### config.mk
export PLATFORM = sky130hd
export DESIGN_NAME = lew_seq_flat
export DESIGN_NICKNAME = d
export VERILOG_FILES = /design/src/rtl/lew_pkg.sv /design/src/rtl/lew_pix_if.sv /design/src/rtl/lew_seq.sv /design/src/flat_wrapper.sv
export SDC_FILE = /design/constraint.sdc
export NUM_CORES = 1
export LEC_CHECK = 0
export ABC_AREA = 1
export BUFFER_PORTS_ARGS = -buffer_cell sky130_fd_sc_hd__buf_2
export CORE_ASPECT_RATIO = 1.5
export CORE_MARGIN = 5
export CORE_UTILIZATION = 35
export CTS_CLUSTER_SIZE = 28
export DETAILED_ROUTE_END_ITERATION = 10
export PLACE_DENSITY = 0.63
export SLEW_MARGIN = 40
export SYNTH_ARGS = -nofsm -noshare
export SYNTH_HDL_FRONTEND = slang
export SYNTH_SLANG_ARGS = --single-unit
### constraint.sdc
create_clock -name clk -period 3.2 [get_ports clk]
set_clock_uncertainty 0.15 [all_clocks]
set_input_delay 0.48 -clock clk [delete_from_list [all_inputs] [get_ports clk]]
set_output_delay 0.48 -clock clk [all_outputs]
set_load 0.02 [all_outputs]
### src/rtl/lew_pkg.sv
// Shared types and constants of the masked 3x3 luma erosion block.
// Pixel layout, pipeline operation record, window snapshot and result types.
// No dependencies; every other file of the block but lew_ram uses this package.
package lew_pkg;

    localparam int LUMA_W         = 8;
    localparam int CHROMA_W       = 16;
    localparam int PIX_W          = LUMA_W + CHROMA_W;

    localparam int WIN_ROWS       = 3;
    localparam int WIN_COLS       = 3;
    localparam int WIN_TAPS       = WIN_ROWS * WIN_COLS;
    localparam int MASK_W         = WIN_TAPS;

    localparam int MAX_LINE_WIDTH = 1920;
    localparam int COL_W          = $clog2(MAX_LINE_WIDTH);
    localparam int WIDTH_W        = 11;
    localparam int HEIGHT_W       = 12;
    localparam int ROW_W          = HEIGHT_W;

    localparam int LANE_W         = $clog2(WIN_ROWS);
    localparam int LINE_W         = PIX_W * WIN_ROWS;

    localparam int QUEUE_DEPTH    = 8;
    localparam int QPTR_W         = $clog2(QUEUE_DEPTH);
    localparam int QCNT_W         = QPTR_W + 1;

    localparam int CFG_IDX_W      = 2;
    localparam int CFG_DATA_W     = 12;

    localparam logic [LUMA_W-1:0]   LUMA_TOP       = 8'hFF;
    localparam logic [WIDTH_W-1:0]  WIDTH_LIMIT    = WIDTH_W'(MAX_LINE_WIDTH);
    localparam logic [ROW_W-1:0]    FIRST_MAIN_ROW = ROW_W'(WIN_ROWS / 2);
    localparam logic [MASK_W-1:0]   MASK_RESET     = '1;
    localparam logic [WIDTH_W-1:0]  WIDTH_RESET    = WIDTH_W'(1920);
    localparam logic [HEIGHT_W-1:0] HEIGHT_RESET   = HEIGHT_W'(1080);

    typedef enum logic [CFG_IDX_W-1:0] {
        CFG_KERNEL_MASK  = 2'd0,
        CFG_IMAGE_WIDTH  = 2'd1,
        CFG_IMAGE_HEIGHT = 2'd2
    } cfg_index_t;

    typedef logic [LANE_W-1:0] lane_t;

    typedef struct packed {
        logic [CHROMA_W-1:0] chroma;
        logic [LUMA_W-1:0]   luma;
    } pix_t;

    localparam pix_t SCAN_START = '{chroma: '0, luma: LUMA_TOP};

    typedef enum logic [1:0] {
        OP_PRELOAD,
        OP_MAIN,
        OP_FLUSH
    } op_kind_t;

    // One column operation handed from the sequencer to the window stage.
    typedef struct packed {
        logic             valid;
        op_kind_t         kind;
        logic [COL_W-1:0] addr;
        logic             wr_en;
        lane_t            wr_lane;
        pix_t             wr_pix;
        logic             rd_en;
        lane_t            top_lane;
        lane_t            mid_lane;
        logic             top_zero;
        logic             mid_zero;
        logic             result;
        logic             last;
        logic             clear_after;
    } op_t;

    typedef struct packed {
        logic                      valid;
        logic                      last;
        pix_t [WIN_TAPS-1:0]       taps;
    } win_t;

    typedef struct packed {
        logic [LUMA_W-1:0]   luma;
        logic [CHROMA_W-1:0] chroma;
        logic                last;
    } result_t;

endpackage

### src/rtl/lew_pix_if.sv
// Input pixel channel: valid/ready handshake with mode, luma and chroma.
// Depends on lew_pkg for field widths.
interface lew_pix_if;
    logic                          valid;
    logic                          ready;
    logic                          mode;
    logic [lew_pkg::LUMA_W-1:0]    luma;
    logic [lew_pkg::CHROMA_W-1:0]  chroma;

    modport source (output valid, output mode, output luma, output chroma, input ready);
    modport sink   (input valid, input mode, input luma, input chroma, output ready);
endinterface

### src/rtl/lew_seq.sv
// Raster sequencer: column/row counters, line-row rotation, per-row fill counts
// and the extra flush column at each main row end. Issues one op per cycle, but only
// while a pixel is accepted or a flush is due. Depends on lew_pkg and lew_pix_if.
module lew_seq (
    input  logic                            clk,
    input  logic                            rst_n,
    lew_pix_if.sink                         pixels,
    input  logic [lew_pkg::WIDTH_W-1:0]     image_width,
    input  logic [lew_pkg::HEIGHT_W-1:0]    image_height,
    input  logic [lew_pkg::QCNT_W-1:0]      queued,
    input  logic [1:0]                      busy,
    output lew_pkg::op_t                    op
);

    logic [lew_pkg::COL_W-1:0]    col_reg, col_next;
    logic [lew_pkg::ROW_W-1:0]    row_reg, row_next;
    logic                         preload_reg, preload_next;
    logic                         flush_reg, flush_next;
    lew_pkg::lane_t               order_reg [lew_pkg::WIN_ROWS];
    lew_pkg::lane_t               order_next [lew_pkg::WIN_ROWS];
    logic [lew_pkg::COL_W-1:0]    fill_reg [lew_pkg::WIN_ROWS];
    logic [lew_pkg::COL_W-1:0]    fill_next [lew_pkg::WIN_ROWS];

    logic [lew_pkg::WIDTH_W-1:0]  w_eff;
    logic [lew_pkg::HEIGHT_W-1:0] h_eff;
    logic [lew_pkg::QCNT_W-1:0]   held_total;
    logic                         room;
    logic                         accept;
    logic                         in_row;
    logic                         col_last;
    logic                         main_live;
    logic                         restart;
    logic [lew_pkg::COL_W-1:0]    col_inc;
    lew_pkg::pix_t                pix_in;

    always_comb
    begin
        if (image_width == '0)
        begin
            w_eff = lew_pkg::WIDTH_W'(1);
        end
        else if (image_width > lew_pkg::WIDTH_LIMIT)
        begin
            w_eff = lew_pkg::WIDTH_LIMIT;
        end
        else
        begin
            w_eff = image_width;
        end
    end

    assign h_eff = (image_height == '0) ? lew_pkg::HEIGHT_W'(1) : image_height;

    // Every accepted item may cause two results, so keep room for both.
    assign held_total = queued + lew_pkg::QCNT_W'(busy) + lew_pkg::QCNT_W'(flush_reg);
    assign room       = held_total <= lew_pkg::QCNT_W'(lew_pkg::QUEUE_DEPTH - 2);
    assign pixels.ready = room && !flush_reg;
    assign accept       = pixels.valid && pixels.ready;

    assign in_row    = col_reg < w_eff;
    assign col_last  = ((lew_pkg::COL_W + 1)'(col_reg) + 1'b1) >= (lew_pkg::COL_W + 1)'(w_eff);
    assign col_inc   = col_reg + 1'b1;
    assign main_live = row_reg < h_eff;
    assign pix_in    = pixels.mode ? '0 : {pixels.chroma, pixels.luma};

    always_comb
    begin
        col_next     = col_reg;
        row_next     = row_reg;
        preload_next = preload_reg;
        flush_next   = 1'b0;
        restart      = 1'b0;
        for (int l = 0; l < lew_pkg::WIN_ROWS; l++)
        begin
            order_next[l] = order_reg[l];
            fill_next[l]  = fill_reg[l];
        end

        op          = '0;
        op.kind     = lew_pkg::OP_MAIN;
        op.addr     = col_reg;
        op.top_lane = order_reg[0];
        op.mid_lane = order_reg[1];
        op.top_zero = col_reg >= fill_reg[order_reg[0]];
        op.mid_zero = col_reg >= fill_reg[order_reg[1]];

        if (flush_reg)
        begin
            // Zero column to the right of the row; closes the row's window.
            op.valid       = 1'b1;
            op.kind        = lew_pkg::OP_FLUSH;
            op.result      = 1'b1;
            op.last        = 1'b1;
            op.clear_after = 1'b1;
        end
        else if (accept)
        begin
            op.valid = 1'b1;
            op.wr_en = in_row;
            if (preload_reg)
            begin
                op.kind    = lew_pkg::OP_PRELOAD;
                op.wr_lane = row_reg[lew_pkg::LANE_W-1:0];
                op.wr_pix  = pix_in;
                if (col_last)
                begin
                    col_next     = '0;
                    preload_next = 1'b0;
                end
                else
                begin
                    col_next = col_inc;
                end
            end
            else
            begin
                op.kind    = lew_pkg::OP_MAIN;
                op.wr_lane = order_reg[lew_pkg::WIN_ROWS-1];
                op.wr_pix  = main_live ? pix_in : '0;
                op.rd_en   = in_row;
                op.result  = col_reg != '0;
                op.last    = !col_last;
                if (col_last)
                begin
                    flush_next = 1'b1;
                    col_next   = '0;
                    for (int l = 0; l < lew_pkg::WIN_ROWS - 1; l++)
                    begin
                        order_next[l] = order_reg[l + 1];
                    end
                    order_next[lew_pkg::WIN_ROWS-1] = order_reg[0];
                    row_next = lew_pkg::ROW_W'(row_reg + 1'b1);
                    if (row_reg >= h_eff)
                    begin
                        restart = 1'b1;
                    end
                end
                else
                begin
                    col_next = col_inc;
                end
            end

            // Rows are always written from column 0 upward, so a count of the
            // written prefix tells which entries hold data and which read as zero.
            for (int l = 0; l < lew_pkg::WIN_ROWS; l++)
            begin
                if (op.wr_en && (op.wr_lane == lew_pkg::LANE_W'(l)) && (col_reg >= fill_reg[l]))
                begin
                    fill_next[l] = col_inc;
                end
            end

            if (restart)
            begin
                for (int l = 0; l < lew_pkg::WIN_ROWS; l++)
                begin
                    order_next[l] = lew_pkg::LANE_W'(l);
                end
                for (int l = 0; l < lew_pkg::WIN_ROWS / 2; l++)
                begin
                    fill_next[l] = '0;
                end
                row_next     = lew_pkg::FIRST_MAIN_ROW;
                preload_next = 1'b1;
            end
        end
    end

    always_ff @(posedge clk or negedge rst_n)
    begin
        if (!rst_n)
        begin
            col_reg     <= '0;
            row_reg     <= lew_pkg::FIRST_MAIN_ROW;
            preload_reg <= 1'b1;
            flush_reg   <= 1'b0;
            for (int l = 0; l < lew_pkg::WIN_ROWS; l++)
            begin
                order_reg[l] <= lew_pkg::LANE_W'(l);
                fill_reg[l]  <= '0;
            end
        end
        else
        begin
            col_reg     <= col_next;
            row_reg     <= row_next;
            preload_reg <= preload_next;
            flush_reg   <= flush_next;
            for (int l = 0; l < lew_pkg::WIN_ROWS; l++)
            begin
                order_reg[l] <= order_next[l];
                fill_reg[l]  <= fill_next[l];
            end
        end
    end

endmodule

### src/flat_wrapper.sv
// flat-port wrapper written by rule: the top's interface ports become plain ports
module lew_seq_flat 
  (clk, rst_n, image_width, image_height, queued, busy, op, pixels_valid, pixels_mode, pixels_luma, pixels_chroma, pixels_ready);
  lew_pix_if pixels_i ();
  input  logic clk;
  input  logic rst_n;
  input  logic [lew_pkg::WIDTH_W-1:0] image_width;
  input  logic [lew_pkg::HEIGHT_W-1:0] image_height;
  input  logic [lew_pkg::QCNT_W-1:0] queued;
  input  logic [1:0] busy;
  output lew_pkg::op_t op;
  input wire logic [$bits(pixels_i.valid)-1:0] pixels_valid;
  input wire logic [$bits(pixels_i.mode)-1:0] pixels_mode;
  input wire logic [$bits(pixels_i.luma)-1:0] pixels_luma;
  input wire logic [$bits(pixels_i.chroma)-1:0] pixels_chroma;
  output wire logic [$bits(pixels_i.ready)-1:0] pixels_ready;
  assign pixels_i.valid = pixels_valid;
  assign pixels_i.mode = pixels_mode;
  assign pixels_i.luma = pixels_luma;
  assign pixels_i.chroma = pixels_chroma;
  assign pixels_ready = pixels_i.ready;
  lew_seq u_core (.clk(clk), .rst_n(rst_n), .pixels(pixels_i), .image_width(image_width), .image_height(image_height), .queued(queued), .busy(busy), .op(op));
endmodule
Word level (Yosys, flattened, before mapping) --
Index checks and enable logic that the tools add are counted.
Word-level totals: bits in registers 64, logic and storage cells 100
Operators by class: add/sub/neg operators 5, order comparisons 13, equal/unequal tests 3, muxes and demuxes 45, bitwise logic cells 3, reductions and logical operators 21
Operators with widths (number):
- $mux 11 | 9
- $mux 26 | 3
- $mux 28 | 2
- $ge 11x11->1 | 5
- $mux 12 | 4
- $mux 24 | 2
- $bmux 11 s2 | 2
- $mux 6 | 3
- $mux 1 | 15
- $add 11x1->12 const B | 1
- $add 12x1->12 const B | 1
- $ge 12x11->1 | 1
- $ge 12x12->1 | 1
- $logic_not 12->1 | 1
- $lt 12x12->1 | 1
- $add 11x1->11 const B | 1
- $gt 11x11->1 const B | 1
- $logic_not 11->1 | 1
- $lt 11x11->1 | 1
- $reduce_bool 11->1 | 1
- $reduce_and 3->1 | 3
- $logic_and 1x1->1 | 8
- $ge 3x3->1 const B | 2
- $mux 2 | 3
- 14 further kinds | 18

Longest topological paths before layout --
Gate-level depths: netlist of run 1.
word-level depth 12, depth in mapped cells 20, depth with buffers taken out 19

Worst setup path before layout of run 1 --
Ideal clock, no wire load.
path type register to output, from reg u_core.col_reg[3] (netlist bit), to out op[1] (netlist bit), arrival 2.873 ns, required time 2.570 ns, path slack -0.303 ns, stages on the path, launching flop included 13, path buffers 1, cell sequence dfrtp_1 -> inv_1 -> nor3_1 -> nand4_1 -> xor2_1 -> inv_1 -> ha_1 -> nand3_1 -> a21oi_1 -> nor2_1 -> nand3_4 -> buf_2 -> o21ai_0
RTL lines:
- start, declared | RTL line lew_seq.sv:15 | logic [lew_pkg::COL_W-1:0] col_reg, col_next;
- start signal, assigned | RTL line lew_seq.sv:186 | col_reg <= col_next;
- end, declared | RTL line flat_wrapper.sv:11 | output lew_pkg::op_t op;

==> results of run 1 <==
==> how the worst max path moves through the flow <==
stage                 startpoint      to  cells after the start
6_report        u_core.flush_reg  op[31]                     13
5_1_grt        u_core.col_reg[4]   op[1]                     15
4_1_cts         u_core.flush_reg  op[33]                     13
3_5_place_dp      image_width[3]  op[36]                     14
3_3_place_gp      image_width[3]  op[36]                     16
2_1_floorplan  u_core.col_reg[0]   op[1]                     16
==> Yosys cell counts, drive strengths merged <==
cell type / number / share of area
dfstp: 4 / 0.017
a31o: 1 / 0.0014
and3: 2 / 0.0020
buf: 24 / 0.024
nor3: 9 / 0.0072
and2: 1 / 0.0010
ha: 93 / 0.19
o22ai: 2 / 0.0020
o21ai: 65 / 0.052
clkbuf: 11 / 0.0068
nor3b: 1 / 0.0012
nand4: 32 / 0.033
xnor2: 3 / 0.0042
a211oi: 1 / 0.0012
a21o: 2 / 0.0024
a21oi: 55 / 0.044
nor2: 69 / 0.044
nand3: 50 / 0.045
nor4: 4 / 0.0040
inv: 142 / 0.085
xor2: 14 / 0.020
a22oi: 20 / 0.024
dfrtp: 60 / 0.24
o21a: 7 / 0.0084
a22o: 1 / 0.0014
fa: 2 / 0.0064
nand2: 230 / 0.14
==> what timing repair did <==
| item | CTS | global route |
|---|---|---|
| pin swaps | 5 | 6 |
| hold buffers | 0 | 0 |
| resized for setup | 65 | 48 |
| setup buffers | 9 | 7 |
| endpoints found under the setup margin | 32 | 53 |
| gates cloned | 0 | 1 |
==> cells by family (layout without fill, tap and decap cells) <==
family	Yosys count	in the layout	share of synthesized area
flip-flops	64	64	0.256
AO/OA/AOI/OAI	154	154	0.136
AND/OR/NAND/NOR	398	398	0.276
adder cells (fa/ha/maj)	95	95	0.192
buffers and inverters	177	332	0.116
XOR/XNOR	17	17	0.0237
==> per-layer routing <==
| layer | vias up | share of wire | track usage |
|---|---|---|---|
| li1 | 3276 | - | - |
| met1 | 3027 | 0.38 | 0.199 |
| met2 | 158 | 0.55 | 0.367 |
| met3 | 37 | 0.038 | 0.0264 |
| met4 | 0 | 0.024 | 0.0678 |
| met5 | - | 0 | 0 |
==> report_power, final <==
| part | switching [W] | internal [W] | total (W) |
|---|---|---|---|
| Sequential | 0.000281 | 0.00108 | 0.00136 |
| Combinational | 0.00308 | 0.00196 | 0.00504 |
| Clock | 0.000348 | 0.000680 | 0.00103 |
| Total | 0.00371 | 0.00372 | 0.00743 |
==> stage by stage <==
stage / setup WS, ns / hold WS, ns / setup TNS [ns] / area [um2]
floorplan: 0.0725 / 0.0344 / 0 / 6280
global route: -0.187 / 0.102 / -4.20 / 8140
global placement: 0.0444 / 0.306 / 0 / 7340
finish: -0.0257 / 0.0443 / -0.192 / 8140
detailed placement: -0.0319 / 0.316 / -0.216 / 7340
CTS: -0.0151 / 0.0619 / -0.0485 / 7940
==> final cells by class <==
| class | instances | area [um2] | share of cell area |
|---|---|---|---|
| clock buffer | 12 | 236 | 0.0290 |
| clock inverter | 4 | 70.1 | 0.00861 |
| inverter | 142 | 537 | 0.0659 |
| multi-input combinational | 664 | 4110 | 0.504 |
| sequential | 64 | 1620 | 0.198 |
| tap | 217 | 272 | 0.0333 |
| timing repair buffer | 174 | 1310 | 0.160 |
==> flow_summary.ini, run 1 <==
[timing]
min_period_ns = 3.23
finalMaxSlewViolations = 0
finalSetupViolCount = 14
finalWorstSetupSlack_ns = -0.0257
worst_pin_slew_ns = 0.696
slew_headroom = 0.536
post-route-period-util = 1.01
finalHoldViolations = 0
max_freq_mhz = 310
rsz0062_at_grt = yes

[routing]
antenna_left = 0
drt_iter0_drc = 328
drc = 0
wl_per_cell_um = 15.2
firstDrtPassIters = 5
via_per_inst = 5.09
vias = 6498
wirelength_um = 19400

[setup_path]
reg2reg_from = u_core.col_reg[2]
crit_fanout = 12
cp.arrival_ns = 2.60
ff2ff_path_depth = 18
max_stage_delay_ns = 0.52
cpLargestDelayFamily = adder cells
crit_chain = inv_2, fa_2, fa_2, nor2_1, nand2_1, o21ai_2, inv_2, nand3_4, nor2_4, clkbuf_16, nand3_1, inv_1, buf_6
rrSetupSlack_ns = 0.32
crit_required_ns = 2.57
startpoint_type = flop
crit_slowest_cell = fa_2
reg2reg_to = u_core.fill_reg[24]
criticalPathCategory = flop to output pin
crit_buf_inv = 5
cp-end-kind = output pin

[synth]
synth_cell_types = 39
syn_area_mm2 = 0.00627
yosysSeqAreaShare = 0.256
syn_nets = 1057
avgSynthCellArea_um2 = 6.93
synth-seq-cells = 64
syn_inst = 905
yosys_warnings = 0

[grt]
grt_pass1_vias = 6513
grtUsageTotal = 0.187
grt_overflow = 0
grt_pass1_wl_um = 31700
antenna_found_initial = 0
grt_max_degree = 31

[clock_tree]
cts.sinks = 64
clockBufferDepth = 2
clk_latency_ns = 0.33
cts_tree = built
numCtsBuffers = 9
clkTransAtPathRegs_ns = 0.05
htree_levels = 3
cts_root_buf = clkbuf_16

[power_and_ir_drop]
p_leak_nw = 4.44
p_per_area_mw_per_mm2 = 912
finalPower_w = 0.00743
ir_drop_mv = 0.292

[layout]
diodes = 0
final_cell_mix = nand2_1, inv_1, ha_1
fin_cells = 1277
nets = 1207
area_growth_syn_to_layout_pct = 29.8
fillCellCount = 1783
drive_gt1_frac = 0.240
final_util = 0.458
layout_commonest_cell = nand2_1
largest_reg_flops = 33

[die]
fp-row-count = 60
chipWidth_um = 119
die_y_um = 174
initial_core_util = 0.353
ioPinCount = 109
core_mm2 = 0.0178
fp.dieArea_mm2 = 0.0208

[outcome]
violations = negative setup slack
outcome = finished, violations left

[placement]
dp_cells = 1245
portBuffers = 108
dp_hpwl_um = 15600
place.gp.congestion = 0.838

[hold_path]
hp-class = primary input to asynchronous set/reset pin

[job]
drv_cap = 0
No activity file was read; power rests on OpenSTA's default activity.
==> run 2: changes to the inputs <==
--- a/config.mk
+++ b/config.mk
@@ -7,12 +7,14 @@
 export LEC_CHECK = 0
 export ABC_AREA = 1
 export BUFFER_PORTS_ARGS = -buffer_cell sky130_fd_sc_hd__buf_2
+export CAP_MARGIN = 40
 export CORE_ASPECT_RATIO = 1.5
 export CORE_MARGIN = 5
 export CORE_UTILIZATION = 35
+export CTS_BUF_LIST = sky130_fd_sc_hd__clkbuf_4
 export CTS_CLUSTER_SIZE = 28
 export DETAILED_ROUTE_END_ITERATION = 10
-export PLACE_DENSITY = 0.63
+export PLACE_DENSITY = 0.65
 export SLEW_MARGIN = 40
 export SYNTH_ARGS = -nofsm -noshare
 export SYNTH_HDL_FRONTEND = slang
==> constraint.sdc (replaced) <==
create_clock -name clk -period 2.8 [get_ports clk]
set_clock_uncertainty 0.15 [all_clocks]
set_input_delay 0.42 -clock clk [delete_from_list [all_inputs] [get_ports clk]]
set_output_delay 0.42 -clock clk [all_outputs]
set_load 0.02 [all_outputs]
==> run 2 against run 1 <==
- the run still ends with negative setup slack left
- sequential power increased by 13%
- flip-flop and latch count unchanged
- global-route usage up 1.5 points
- cell area up 11%
- critical path depth up 1
- via count rose by 5.6%
- core utilization rose by 5.2 points
- critical endpoint is now op[1]
- largest cell class unchanged
==> flow_summary.ini, run 2 (same netlist as run 1, synthesis figures left out) <==
[grt]
grt_max_degree = 65
grt_pass1_vias = 6905
antenna_found_initial = 2
grt_pass1_wl_um = 34300
grtUsageTotal = 0.202
grt_overflow = 0

[layout]
final_cell_mix = nand2_1, inv_1, ha_1
fin_cells = 1342
drive_gt1_frac = 0.350
largest_reg_flops = 33
area_growth_syn_to_layout_pct = 44.4
final_util = 0.509
nets = 1270
layout_commonest_cell = nand2_1
fillCellCount = 1678
final_area_mm2 = 0.00906

[die]
ioPinCount = 109
initial_core_util = 0.353
fp-row-count = 60
die_y_um = 174
fp.dieArea_mm2 = 0.0208
core_mm2 = 0.0178
chipWidth_um = 119

[power_and_ir_drop]
pwr-share-clk = 0.085
pwr-share-seq = 0.168
ir_drop_mv = 0.413
p_sw_w = 0.00466
p_int_w = 0.00447
switching_share = 0.510
p_per_area_mw_per_mm2 = 1010
comb_power_share = 0.747
p_leak_nw = 4.77

[clock_tree]
clk_latency_ns = 0.44
cts_tree = built
numCtsBuffers = 9
cts_root_buf = clkbuf_4
clkTransAtPathRegs_ns = 0.12
htree_levels = 3
clockBufferDepth = 2
cts.sinks = 64

[placement]
place.gp.congestion = 0.862
placed_area_mm2 = 0.00772
portBuffers = 108
dp_hpwl_um = 16000
dp_cells = 1273

[timing]
rsz0062_at_grt = yes
post-route-period-util = 1.20
worst_pin_slew_ns = 0.682
finalMaxSlewViolations = 0
finalSetupViolCount = 88
slew_headroom = 0.541
finalHoldViolations = 0
max_freq_mhz = 298
finalWorstSetupSlack_ns = -0.552
min_period_ns = 3.35

[routing]
firstDrtPassIters = 5
wirelength_um = 21800
via_per_inst = 5.11
antenna_left = 0
drc = 0
vias = 6861
drt_iter0_drc = 341
wl_per_cell_um = 16.2

[hold_path]
hp-class = flop to flop
hold_path_depth = 2
holdPathEnd = u_core.fill_reg[29]
hp-start = u_core.fill_reg[29]

[setup_path]
cp-end-kind = output pin
reg2reg_to = u_core.fill_reg[28]
ff2ff_path_depth = 22
reg2reg_from = u_core.col_reg[5]
startpoint = u_core.col_reg[5]
cp.arrival_ns = 2.78
crit_fanout = 4
startpoint_type = flop
crit_required_ns = 2.23
criticalPathCategory = flop to output pin
rrSetupSlack_ns = -0.48

[job]
drv_cap = 0

[outcome]
violations = negative setup slack
outcome = finished, violations left
==> run 2: power groups by stage <==
| stage | logic (W) | clock network [W] | registers [W] |
|---|---|---|---|
| floorplan | 0.00362 | 0 | 0.00163 |
| global placement | 0.00563 | 0 | 0.00152 |
| detailed placement | 0.00573 | 0 | 0.00153 |
| CTS | 0.00622 | 0.000783 | 0.00152 |
| global route | 0.00757 | 0.000825 | 0.00158 |
| finish | 0.00682 | 0.000773 | 0.00154 |
==> run 2: timing repair <==
item / CTS / global route
gates cloned: 3 / 4
pin swaps: 15 / 30
setup buffers: 44 / 19
gates resized for setup: 108 / 77
endpoints found under the hold margin: 60 / 0
setup endpoints to repair: 74 / 99
hold buffers: 1 / 0
==> run 2: how the worst max path moves through the flow <==
stage               slack [ns]      to  cells after the start
floorplan                -0.07   op[1]                     16
global placement         -0.27  op[36]                     16
detailed placement       -0.35  op[36]                     16
CTS                      -0.62  op[10]                     13
global route             -0.71  op[18]                     13
finish                   -0.55   op[1]                     14
==> run 2: area by class of cell <==
| cell class | count | area, um2 | area share |
|---|---|---|---|
| multi-input cells | 664 | 4380 | 0.483 |
| repair buffers | 235 | 2050 | 0.227 |
| flip-flops and latches | 64 | 1620 | 0.178 |
| inverters | 142 | 553 | 0.0610 |
| well taps | 217 | 272 | 0.0300 |
| clock inverters | 7 | 101 | 0.0112 |
| clock buffers | 9 | 67.6 | 0.00746 |
| repair inverters | 2 | 15.0 | 0.00166 |
| diodes | 2 | 5.00 | 0.000552 |
==> run 2: through the flow <==
step                      power [W]  setup TNS [ns]  worst slack [ns]  hold WS [ns]
after CTS                   0.00853          -19.68            -0.620         0.338
after global placement      0.00715          -15.06            -0.268         0.304
after global routing        0.00997          -37.66            -0.708         0.363
final                       0.00913          -25.39            -0.552         0.339
after detailed placement    0.00725          -20.50            -0.347         0.309
after floorplan             0.00525          -0.646           -0.0745       -0.0256
==> run 2: layer usage <==
layer,up-vias,wire [um],GRT usage
li1,3410,-,-
met1,3212,8090,0.216
met2,175,12000,0.393
met3,64,691,0.0221
met4,0,942,0.0870
met5,-,0,0
==> run 2: worst max-delay path, cell delays in order (launching register included) <==
cell and delay (ns):
dfrtp_2 0.42, nand2_2 0.08, nor3_4 0.29, nand2_1 0.13, xor2_1 0.25, inv_1 0.12, ha_1 0.31, nand2_1 0.07
inv_2 0.04, nand2_1 0.07, a21oi_2 0.06, nor2_2 0.12, nand3_4 0.11, o21ai_4 0.15, buf_6 0.13
